<file path="src/sv/odo_pkg.sv">
// Shared constants, widths and the arctangent table of the odometry pose integrator.
package odo_pkg;

  // Fraction bits of sine and cosine, also the CORDIC iteration count (10..24).
  localparam int TRIG_BITS = 16;

  // CORDIC datapath widths.
  localparam int CW     = TRIG_BITS + 3;          // x and y, signed
  localparam int ZW     = 34;                     // residual angle, 2^-32 turn
  localparam int ITER_W = $clog2(TRIG_BITS);      // iteration counter

  // Gain 0.60725293500888 in Q30, rounded to nearest at TRIG_BITS fraction bits.
  localparam longint GAIN_Q30 = 64'sd652032874;
  localparam logic signed [CW-1:0] CORDIC_X0 =
    CW'((GAIN_Q30 + (longint'(1) << (29 - TRIG_BITS))) >>> (30 - TRIG_BITS));

  // Rotation products and the shift that brings them to Q16.16.
  localparam int PW = 16 + CW;                    // one product
  localparam int AW = PW + 1;                     // sum of two products
  localparam int SH = TRIG_BITS + 12 - 16;        // positive over the whole range
  localparam int SW = (AW + 2 > 34) ? AW + 2 : 34;

  // Turn-rate divider: |left - right| * 256 over the wheel base.
  localparam int DIV_NW = 24;
  localparam int DIV_DW = 16;
  localparam int DIV_CW = $clog2(DIV_NW);

  // atan(2^-i) in 2^-32 turn.
  function automatic logic [31:0] atan_turn(input logic [4:0] idx);
    logic [31:0] v;
    case (idx)
      5'd0:    v = 32'h20000000;
      5'd1:    v = 32'h12E4051E;
      5'd2:    v = 32'h09FB385B;
      5'd3:    v = 32'h051111D4;
      5'd4:    v = 32'h028B0D43;
      5'd5:    v = 32'h0145D7E1;
      5'd6:    v = 32'h00A2F61E;
      5'd7:    v = 32'h00517C55;
      5'd8:    v = 32'h0028BE53;
      5'd9:    v = 32'h00145F2F;
      5'd10:   v = 32'h000A2F98;
      5'd11:   v = 32'h000517CC;
      5'd12:   v = 32'h00028BE6;
      5'd13:   v = 32'h000145F3;
      5'd14:   v = 32'h0000A2F9;
      5'd15:   v = 32'h0000517C;
      5'd16:   v = 32'h000028BE;
      5'd17:   v = 32'h0000145F;
      5'd18:   v = 32'h00000A2F;
      5'd19:   v = 32'h00000517;
      5'd20:   v = 32'h0000028B;
      5'd21:   v = 32'h00000145;
      5'd22:   v = 32'h000000A2;
      5'd23:   v = 32'h00000051;
      default: v = 32'h00000000;
    endcase
    return v;
  endfunction

endpackage

</file>
<file path="src/sv/odo_cordic.sv">
// Iterative CORDIC: sine and cosine of a 16-bit binary angle, one micro-rotation per cycle.
module odo_cordic import odo_pkg::*; (
  input  logic                 clk,
  input  logic                 rst_n,
  input  logic                 start,
  input  logic [15:0]          heading,
  output logic                 done,
  output logic signed [CW-1:0] sin_val,
  output logic signed [CW-1:0] cos_val
);

  logic                 busy_r;
  logic                 done_r;
  logic [ITER_W-1:0]    iter_r;
  logic signed [CW-1:0] x_r;
  logic signed [CW-1:0] y_r;
  logic signed [ZW-1:0] z_r;
  logic                 flip_r;

  logic                 flip;
  logic [31:0]          angle;
  logic signed [CW-1:0] xs;
  logic signed [CW-1:0] ys;
  logic signed [ZW-1:0] atan_z;

  // Fold the second and third quadrants onto the first and fourth by a half turn.
  assign flip  = heading[15] ^ heading[14];
  assign angle = {heading[15] ^ flip, heading[14:0], 16'h0000};

  assign xs     = x_r >>> iter_r;
  assign ys     = y_r >>> iter_r;
  assign atan_z = $signed({2'b00, atan_turn(5'(iter_r))});

  always_ff @(posedge clk) begin
    if (!rst_n) begin
      busy_r <= 1'b0;
      done_r <= 1'b0;
    end else if (start) begin
      busy_r <= 1'b1;
      done_r <= 1'b0;
    end else if (busy_r && iter_r == ITER_W'(TRIG_BITS - 1)) begin
      busy_r <= 1'b0;
      done_r <= 1'b1;
    end
  end

  always_ff @(posedge clk) begin
    if (start) begin
      iter_r <= '0;
      x_r    <= CORDIC_X0;
      y_r    <= '0;
      z_r    <= ZW'($signed(angle));
      flip_r <= flip;
    end else if (busy_r) begin
      iter_r <= iter_r + 1'b1;
      if (!z_r[ZW-1]) begin
        x_r <= x_r - ys;
        y_r <= y_r + xs;
        z_r <= z_r - atan_z;
      end else begin
        x_r <= x_r + ys;
        y_r <= y_r - xs;
        z_r <= z_r + atan_z;
      end
    end
  end

  assign done    = done_r;
  assign cos_val = flip_r ? -x_r : x_r;
  assign sin_val = flip_r ? -y_r : y_r;

endmodule

</file>
<file path="src/sv/odo_div.sv">
// Restoring unsigned divider, one quotient bit per cycle.
module odo_div import odo_pkg::*; (
  input  logic              clk,
  input  logic              rst_n,
  input  logic              start,
  input  logic [DIV_NW-1:0] num,
  input  logic [DIV_DW-1:0] den,
  output logic              done,
  output logic [DIV_NW-1:0] quo
);

  logic              busy_r;
  logic              done_r;
  logic [DIV_CW-1:0] cnt_r;
  logic [DIV_NW-1:0] num_r;
  logic [DIV_NW-1:0] quo_r;
  logic [DIV_DW-1:0] rem_r;
  logic [DIV_DW-1:0] den_r;

  logic [DIV_DW:0]   rem_sh;
  logic              fits;
  logic [DIV_DW-1:0] rem_nxt;

  assign rem_sh  = {rem_r, num_r[DIV_NW-1]};
  assign fits    = rem_sh >= {1'b0, den_r};
  assign rem_nxt = fits ? DIV_DW'(rem_sh - {1'b0, den_r}) : rem_sh[DIV_DW-1:0];

  always_ff @(posedge clk) begin
    if (!rst_n) begin
      busy_r <= 1'b0;
      done_r <= 1'b0;
    end else if (start) begin
      busy_r <= 1'b1;
      done_r <= 1'b0;
    end else if (busy_r && cnt_r == DIV_CW'(DIV_NW - 1)) begin
      busy_r <= 1'b0;
      done_r <= 1'b1;
    end
  end

  always_ff @(posedge clk) begin
    if (start) begin
      cnt_r <= '0;
      num_r <= num;
      quo_r <= '0;
      rem_r <= '0;
      den_r <= den;
    end else if (busy_r) begin
      cnt_r <= cnt_r + 1'b1;
      num_r <= {num_r[DIV_NW-2:0], 1'b0};
      quo_r <= {quo_r[DIV_NW-2:0], fits};
      rem_r <= rem_nxt;
    end
  end

  assign done = done_r;
  assign quo  = quo_r;

endmodule

</file>
<file path="src/sv/odometry_pose_integrator_core.sv">
// Top level: differential-drive pose integrator with shared CORDIC, multiplier and divider.
//
//  channel | ports                      | width | direction | content
//  --------+----------------------------+-------+-----------+------------------------------
//  in      | in_tvalid/tready/tdata/tuser | 144+1 | in        | one odometry status report
//  out     | out_tvalid/tready/tdata    | 176   | out       | pose, speeds, encoder totals
//  cfg     | cfg_valid/ready/data       | 16    | in        | wheel base, unsigned Q8.8
//
//  A valid report passes through S_TRIG, S_MAC, S_WAIT and S_UPD to S_DONE; the
//  24-step turn-rate divider finishes last, after the 16-step CORDIC and the
//  products through the one multiplier. The result is loaded and the sequencer
//  returns to S_IDLE in the same cycle, so the next report can then transfer.
//  A report flagged invalid goes straight to S_DONE and returns the current state.
//  in_tready is high only while the sequencer is idle; a result waiting on
//  out_tready does not hold back the next input transfer, but the next finished
//  report then waits in its final state, in_tready low, until the result frees.
//  rst_n is synchronous: pose, heading, totals and speeds clear, wheel base
//  returns to 1.0 m. cfg_ready is always high.
module odometry_pose_integrator_core import odo_pkg::*; (
  input  logic         clk,
  input  logic         rst_n,
  // report stream
  input  logic         in_tvalid,
  output logic         in_tready,
  // delta_x[15:0], delta_y[31:16], delta_heading[47:32], left_pulses[79:48],
  // right_pulses[111:80], left_speed[127:112], right_speed[143:128]
  input  logic [143:0] in_tdata,
  // report_valid[0]
  input  logic [0:0]   in_tuser,
  // result stream
  output logic         out_tvalid,
  input  logic         out_tready,
  // pose_x[31:0], pose_y[63:32], pose_heading[79:64], linear_speed[95:80],
  // turn_rate[111:96], left_total[143:112], right_total[175:144]
  output logic [175:0] out_tdata,
  // wheel base register
  input  logic         cfg_valid,
  output logic         cfg_ready,
  input  logic [15:0]  cfg_data
);

  localparam logic [2:0] S_IDLE = 3'd0;
  localparam logic [2:0] S_TRIG = 3'd1;
  localparam logic [2:0] S_MAC  = 3'd2;
  localparam logic [2:0] S_WAIT = 3'd3;
  localparam logic [2:0] S_UPD  = 3'd4;
  localparam logic [2:0] S_DONE = 3'd5;

  localparam logic signed [SW-1:0] RND_HALF = SW'(1) <<< (SH - 1);

  // architectural state
  logic [15:0]        wheel_base_r;
  logic signed [31:0] pos_x_r;
  logic signed [31:0] pos_y_r;
  logic [15:0]        heading_r;
  logic [31:0]        left_tot_r;
  logic [31:0]        right_tot_r;
  logic [15:0]        lin_r;
  logic [15:0]        turn_r;

  // captured report
  logic signed [15:0] dx_r;
  logic signed [15:0] dy_r;
  logic [15:0]        dh_r;
  logic [31:0]        lp_r;
  logic [31:0]        rp_r;
  logic signed [15:0] ls_r;
  logic signed [15:0] rs_r;
  logic               neg_r;
  logic               zero_r;

  // sequencer and multiply-accumulate
  logic [2:0]           state_r;
  logic [2:0]           state_nxt;
  logic [2:0]           step_r;
  logic signed [PW-1:0] prod_r;
  logic signed [AW-1:0] acc_x_r;
  logic signed [AW-1:0] acc_y_r;

  // result register
  logic         out_valid_r;
  logic [175:0] out_data_r;

  logic                 in_xfer;
  logic                 start;
  logic signed [16:0]   diff_in;
  logic [16:0]          diff_abs;
  logic [DIV_NW-1:0]    div_num;
  logic [DIV_NW-1:0]    quo;
  logic                 div_done;
  logic                 trig_done;
  logic signed [CW-1:0] sin_val;
  logic signed [CW-1:0] cos_val;
  logic signed [15:0]   mul_a;
  logic signed [CW-1:0] mul_b;
  logic signed [SW-1:0] rnd_x;
  logic signed [SW-1:0] rnd_y;
  logic signed [SW-1:0] sum_x;
  logic signed [SW-1:0] sum_y;
  logic signed [31:0]   sat_x;
  logic signed [31:0]   sat_y;
  logic [16:0]          lin_sum;
  logic [15:0]          turn_val;
  logic                 out_load;

  assign in_tready = (state_r == S_IDLE);
  assign in_xfer   = in_tvalid && in_tready;
  assign start     = in_xfer && in_tuser[0];
  assign cfg_ready = 1'b1;

  // Divide the magnitude of the speed difference; the sign goes back on after.
  assign diff_in  = 17'($signed(in_tdata[127:112])) - 17'($signed(in_tdata[143:128]));
  assign diff_abs = diff_in[16] ? 17'(-diff_in) : 17'(diff_in);
  assign div_num  = {diff_abs[15:0], 8'h00};

  odo_cordic u_cordic (
    .clk     (clk),
    .rst_n   (rst_n),
    .start   (start),
    .heading (heading_r),
    .done    (trig_done),
    .sin_val (sin_val),
    .cos_val (cos_val)
  );

  odo_div u_div (
    .clk   (clk),
    .rst_n (rst_n),
    .start (start),
    .num   (div_num),
    .den   (wheel_base_r),
    .done  (div_done),
    .quo   (quo)
  );

  // Four products through one multiplier: dx*c, dy*s, dx*s, dy*c.
  always_comb begin
    case (step_r)
      3'd0:    begin mul_a = dx_r; mul_b = cos_val; end
      3'd1:    begin mul_a = dy_r; mul_b = sin_val; end
      3'd2:    begin mul_a = dx_r; mul_b = sin_val; end
      default: begin mul_a = dy_r; mul_b = cos_val; end
    endcase
  end

  // Round half up to Q16.16, add to the pose, clamp to 32 bits.
  assign rnd_x = (SW'(acc_x_r) + RND_HALF) >>> SH;
  assign rnd_y = (SW'(acc_y_r) + RND_HALF) >>> SH;
  assign sum_x = rnd_x + SW'(pos_x_r);
  assign sum_y = rnd_y + SW'(pos_y_r);

  always_comb begin
    if (sum_x[SW-1:31] == {(SW - 31){sum_x[31]}}) begin
      sat_x = sum_x[31:0];
    end else begin
      sat_x = sum_x[SW-1] ? {1'b1, 31'h0} : {1'b0, {31{1'b1}}};
    end
    if (sum_y[SW-1:31] == {(SW - 31){sum_y[31]}}) begin
      sat_y = sum_y[31:0];
    end else begin
      sat_y = sum_y[SW-1] ? {1'b1, 31'h0} : {1'b0, {31{1'b1}}};
    end
  end

  assign lin_sum = 17'(ls_r) + 17'(rs_r);

  // Clamp the signed quotient. A zero wheel base leaves an all-ones quotient,
  // which clamps to the full-scale rate of the difference's sign. Equal wheel
  // speeds give a zero rate whatever the wheel base.
  always_comb begin
    if (zero_r) begin
      turn_val = 16'h0000;
    end else if (!neg_r) begin
      turn_val = (quo[DIV_NW-1:15] != '0) ? 16'h7FFF : quo[15:0];
    end else if (quo[DIV_NW-1:16] != '0 || (quo[15] && quo[14:0] != '0)) begin
      turn_val = 16'h8000;
    end else begin
      turn_val = 16'(-quo[15:0]);
    end
  end

  assign out_load = (state_r == S_DONE) && (!out_valid_r || out_tready);

  always_comb begin
    state_nxt = state_r;
    case (state_r)
      S_IDLE: begin
        if (in_xfer) begin
          state_nxt = in_tuser[0] ? S_TRIG : S_DONE;
        end
      end
      S_TRIG: begin
        if (trig_done) begin
          state_nxt = S_MAC;
        end
      end
      S_MAC: begin
        if (step_r == 3'd4) begin
          state_nxt = S_WAIT;
        end
      end
      S_WAIT: begin
        if (div_done) begin
          state_nxt = S_UPD;
        end
      end
      S_UPD: begin
        state_nxt = S_DONE;
      end
      S_DONE: begin
        if (out_load) begin
          state_nxt = S_IDLE;
        end
      end
      default: begin
        state_nxt = S_IDLE;
      end
    endcase
  end

  // Control and architectural state.
  always_ff @(posedge clk) begin
    if (!rst_n) begin
      state_r      <= S_IDLE;
      out_valid_r  <= 1'b0;
      wheel_base_r <= 16'd256;
      pos_x_r      <= '0;
      pos_y_r      <= '0;
      heading_r    <= '0;
      left_tot_r   <= '0;
      right_tot_r  <= '0;
      lin_r        <= '0;
      turn_r       <= '0;
    end else begin
      state_r <= state_nxt;
      if (cfg_valid && cfg_ready) begin
        wheel_base_r <= cfg_data;
      end
      if (out_load) begin
        out_valid_r <= 1'b1;
      end else if (out_tready) begin
        out_valid_r <= 1'b0;
      end
      if (state_r == S_UPD) begin
        pos_x_r     <= sat_x;
        pos_y_r     <= sat_y;
        heading_r   <= heading_r + dh_r;
        left_tot_r  <= left_tot_r + lp_r;
        right_tot_r <= right_tot_r + rp_r;
        lin_r       <= lin_sum[16:1];
        turn_r      <= turn_val;
      end
    end
  end

  // Datapath registers, no reset.
  always_ff @(posedge clk) begin
    if (start) begin
      dx_r   <= $signed(in_tdata[15:0]);
      dy_r   <= $signed(in_tdata[31:16]);
      dh_r   <= in_tdata[47:32];
      lp_r   <= in_tdata[79:48];
      rp_r   <= in_tdata[111:80];
      ls_r   <= $signed(in_tdata[127:112]);
      rs_r   <= $signed(in_tdata[143:128]);
      neg_r  <= diff_in[16];
      zero_r <= (diff_in == 17'sd0);
    end
    if (state_r == S_TRIG) begin
      step_r <= '0;
    end else if (state_r == S_MAC) begin
      step_r <= step_r + 1'b1;
      prod_r <= mul_a * mul_b;
      case (step_r)
        3'd1:    acc_x_r <= AW'(prod_r);
        3'd2:    acc_x_r <= acc_x_r - AW'(prod_r);
        3'd3:    acc_y_r <= AW'(prod_r);
        3'd4:    acc_y_r <= acc_y_r + AW'(prod_r);
        default: acc_x_r <= acc_x_r;
      endcase
    end
    if (out_load) begin
      out_data_r <= {right_tot_r, left_tot_r, turn_r, lin_r, heading_r, pos_y_r, pos_x_r};
    end
  end

  assign out_tvalid = out_valid_r;
  assign out_tdata  = out_data_r;

endmodule

</file>
<file path="config.mk">
export PLATFORM = sky130hd
export DESIGN_NAME = odometry_pose_integrator_core
export DESIGN_NICKNAME = d
export VERILOG_FILES = /design/src/sv/odo_pkg.sv /design/src/sv/odo_cordic.sv /design/src/sv/odo_div.sv /design/src/sv/odometry_pose_integrator_core.sv
export SDC_FILE = /design/constraint.sdc
export NUM_CORES = 2
export LEC_CHECK = 0
export BUFFER_PORTS_ARGS = -buffer_cell sky130_fd_sc_hd__buf_2
export CAP_MARGIN = 20
export CORE_ASPECT_RATIO = 1.5
export CORE_MARGIN = 1
export CORE_UTILIZATION = 45
export CTS_BUF_LIST = sky130_fd_sc_hd__clkbuf_16
export CTS_CLUSTER_DIAMETER = 150
export CTS_CLUSTER_SIZE = 10
export DETAILED_ROUTE_END_ITERATION = 12
export GPL_TIMING_DRIVEN = 0
export HOLD_SLACK_MARGIN = 0.15
export PLACE_DENSITY_LB_ADDON = 0.3
export SLEW_MARGIN = 20
export SYNTH_ARGS = -nofsm -noshare
export SYNTH_HDL_FRONTEND = slang
export SYNTH_SLANG_ARGS = --single-unit
export TNS_END_PERCENT = 30
</file>
<file path="constraint.sdc">
create_clock -name clk -period 10.3 [get_ports clk]
set_clock_uncertainty 0.15 [all_clocks]
set_input_delay 1.545 -clock clk [delete_from_list [all_inputs] [get_ports clk]]
set_output_delay 1.545 -clock clk [all_outputs]
set_load 0.02 [all_outputs]
</file>
==> reports/qor.log <==
INFO  run_status     outcome=complete, no violations
INFO  hold_path      hold_path_class=reg2reg
INFO  detailed_routing routedWlPerCell=19.9microns
INFO  clock_network  ctsLongestPathBuffers=3
INFO  logic_synthesis post_synth_num_cell_types=93
INFO  detailed_routing drc=0
INFO  flow_run       drv_cap=0
INFO  critical_path  cp_common_cell=sky130_fd_sc_hd__fa_1
INFO  logic_synthesis synth.cell_area=60200squm
INFO  critical_path  worstReg2RegStart=step_r[0]
INFO  finish         fin_nets=7699
INFO  clock_network  htreeDepth=3
INFO  critical_path  worstReg2RegEnd=prod_r[33]
INFO  die            initial_utilization=45.3%
INFO  die            die_x=301microns
INFO  logic_synthesis syn_nets=7250
INFO  timing         setup_tns=0ps
INFO  timing         fmax=0.103GHz
INFO  place          buffer_ports.inserted=342
INFO  clock_network  numClockSinks=816
INFO  timing         worst_hold_slack=267ps
INFO  logic_synthesis ys_seq_elements=816
INFO  timing         setup_violations=0
INFO  logic_synthesis yosys_top_cell_area_share=23.9%
INFO  clock_network  clkSlewWorstSetupHoldPaths=60ps
INFO  die            placement_rows=164
INFO  die            pin_count=345
INFO  critical_path  cpMaxStageDelayCell=sky130_fd_sc_hd__fa_1
INFO  critical_path  ff_to_ff_setup_slack=620ps
INFO  clock_network  ctsRootBufferMaster=sky130_fd_sc_hd__clkbuf_16
INFO  detailed_routing drt_first_pass_iters=6
INFO  logic_synthesis yosysMostFrequentCell=sky130_fd_sc_hd__nand2_1
INFO  timing         setup_repair_after_global_routing_missed_its_margin=false
INFO  timing         slew_viol_final=0
INFO  grt            grt_start_max_net_pins=59
INFO  detailed_routing via_per_inst=5.59
INFO  logic_synthesis synth.largest_area_cell=sky130_fd_sc_hd__edfxtp_1
INFO  finish         syn_to_final_growth=11.6%
INFO  grt            global_route.usage.total=24.9%
INFO  grt            grt_overflow_total=0
INFO  die            chipHeight=450microns
INFO  place          placedInstanceArea=64400squm
INFO  critical_path  critical_path_class=reg2reg
INFO  clock_network  clock_insertion_delay_worst_skew=730ps
INFO  place          dpl.hpwl=135mm
INFO  hold_path      hold-path-endpoint=out_tdata[88]
INFO  finish         num-fill-cells=12300
INFO  timing         relSlewSlack=21.7%
INFO  clock_network  post_cts.repair.setup_buffers=0
INFO  place          place_congestion=0.947
INFO  clock_network  clock_tree_from_tritoncts=built
INFO  critical_path  worst_setup_path_end_kind=register
INFO  critical_path  slowest_delay=560ps
INFO  finish         finalInstanceArea=67200squm
INFO  logic_synthesis synth_flop_cell=sky130_fd_sc_hd__edfxtp_1
INFO  clock_network  numCtsBuffers=92
INFO  grt            first_global_vias=48400
INFO  critical_path  crit_required=10590ps
INFO  logic_synthesis synthesis.instances=6330
INFO  finish         post_route_cells_drive_above_1_share=9.30%
INFO  logic_synthesis yosysSeqAreaShare=35.1%
INFO  timing         final_hold_viol_count=0
INFO  die            floorplan.die_area=135000squm
INFO  logic_synthesis synth_async_sr_flop_share=0%
INFO  logic_synthesis syn_avg_cell_area=9.51squm
INFO  logic_synthesis ys_top_cells_by_area=sky130_fd_sc_hd__edfxtp_1 (24%), sky130_fd_sc_hd__dfxtp_1 (11%), sky130_fd_sc_hd__fa_1 (11%), sky130_fd_sc_hd__ha_1 (9.1%), sky130_fd_sc_hd__nand2_1 (4.2%)
INFO  detailed_routing route.vias.total=48100
INFO  logic_synthesis synth-edff-count=480
INFO  timing         finalWorstPathRequiredPeriod=9680ps
INFO  die            floorplan.core_area=133000squm
INFO  timing         fin_crit_sh=94.0%
INFO  critical_path  critical_path_source_type=register
INFO  critical_path  critical_path_peak_fanout=10
INFO  detailed_routing detail-route-antenna-nets=0
INFO  critical_path  worst_ep_arrival_time=9980ps
INFO  timing         worstMarginPinSlew=1140ps
INFO  grt            grt_antenna_before_repair=15
INFO  detailed_routing routed_wl=171mm
INFO  logic_synthesis ys.warnings.count=0
INFO  detailed_routing drt_iter0_drc=2840
INFO  grt            grt_first_pass_wirelength=264mm
INFO  hold_path      min-delay-start=lin_r[8]
INFO  critical_path  worst-r2r-cell-count=28
INFO  hold_path      min_delay_path_depth=0
INFO  logic_synthesis ys_top_cells_by_count=sky130_fd_sc_hd__nand2_1 (681), sky130_fd_sc_hd__inv_1 (554), sky130_fd_sc_hd__a21oi_1 (497)
-- flip-flops by register name (all words and copies together) (netlist names), 19 cells and up --
register	cells
out_tdata	176
acc_x_r	36
acc_y_r	36
prod_r	35
u_cordic.z_r	34
left_tot_r	32
lp_r	32
pos_x_r	32
pos_y_r	32
right_tot_r	32
rp_r	32
u_cordic.atan_z	30
u_div.quo	24
u_cordic.x_r	19
u_cordic.y_r	19
-- what timing repair did --
item / in CTS / in global routing
gates resized for setup: 0 / 7
endpoints found under the hold margin: 0 / 0
hold buffers: 0 / 0
endpoints found under the setup margin: 0 / 5
-- critical path, delay by kind of cell (launching register included) --
| family | cells | cell delay [ps] |
|---|---|---|
| adders and majority gates | 8 | 3770 |
| AOI/OAI and AO/OA | 7 | 2230 |
| buffers and inverters | 8 | 1740 |
| muxes | 1 | 550 |
| DFF | 1 | 410 |
| and+or+nand+nor | 3 | 410 |
| xor gates and xnor gates | 1 | 160 |
-- metrics by stage --
step / instances / util (%) / setup WS, ps
2_1_floorplan: 6330 / - / 1850
3_3_place_gp: 8415 / 48.2 / -666
3_5_place_dp: 8428 / 48.4 / 312
4_1_cts: 8593 / 50.5 / 295
5_1_grt: 8606 / 50.5 / 72.4
6_report: 8612 / 50.5 / 616
-- worst max path at each step --
stage | start | to | slack, ps | depth (start not counted)
after floorplan | u_cordic.x_r[6] | prod_r[33] | 1850 | 28
after global routing | u_cordic.x_r[6] | prod_r[34] | 70 | 28
after detailed placement | step_r[0] | prod_r[34] | 310 | 27
after CTS | step_r[0] | prod_r[34] | 300 | 27
final | step_r[0] | prod_r[33] | 620 | 28
after global placement | in_tuser | u_div.den_r[13] | -670 | 5
-- layout by cell type, fill, tap and decap left out, drive strengths merged, types with 48 or more instances in the layout --
| cell | n |
|---|---|
| o21ai | 410 |
| edfxtp | 480 |
| a21oi | 497 |
| mux2 | 57 |
| mux2i | 134 |
| ha | 437 |
| fa | 317 |
| a21o | 130 |
| a211oi | 58 |
| nor2 | 479 |
| buf | 397 |
| o21a | 55 |
| nand3 | 126 |
| dfxtp | 336 |
| nor3 | 86 |
| nor2b | 65 |
| nand2 | 681 |
| xor2 | 189 |
| clkbuf | 288 |
| nand2b | 68 |
| xnor2 | 264 |
| inv | 620 |
| a31oi | 48 |
-- area by class of cell --
class	instances	area, sq um	area share (%)
antenna	19	47.5	0.0708
clock inverter	73	433	0.644
inverter	560	2100	3.13
multi-input combinational	4716	36100	53.7
tap	1743	2180	3.25
sequential	816	21100	31.5
clock buffer	92	2300	3.43
timing repair buffer	355	1940	2.88
buffer	238	963	1.43
-- cells by family (layout without fill, tap and decap cells) --
group           after synthesis  after routing  share of synthesized area (%)
flops                       816            816                           35.1
buf+inv                     798           1318                           5.07
compound gates             1484           1484                           15.0
simple gates               1764           1764                           13.3
xor+xnor                    453            453                           6.60
mux                         229            229                           4.75
other cells                   1             20                        0.00623
fa+ha+maj                   785            785                           20.1
-- per-layer routing --
| metal | up-vias | GRT usage (%) | wire, microns | share of wire (%) |
|---|---|---|---|---|
| met1 | 23200 | 28.9 | 67100 | 39 |
| met5 | - | 0 | 0 | 0 |
| li1 | 23100 | - | - | - |
| met3 | 396 | 2.81 | 8360 | 4.9 |
| met2 | 1444 | 44.5 | 86500 | 51 |
| met4 | 0 | 13.1 | 9050 | 5.3 |
Power is not shown: default switching activity piles up to over one toggle a cycle in this logic, so the estimate is an artifact.
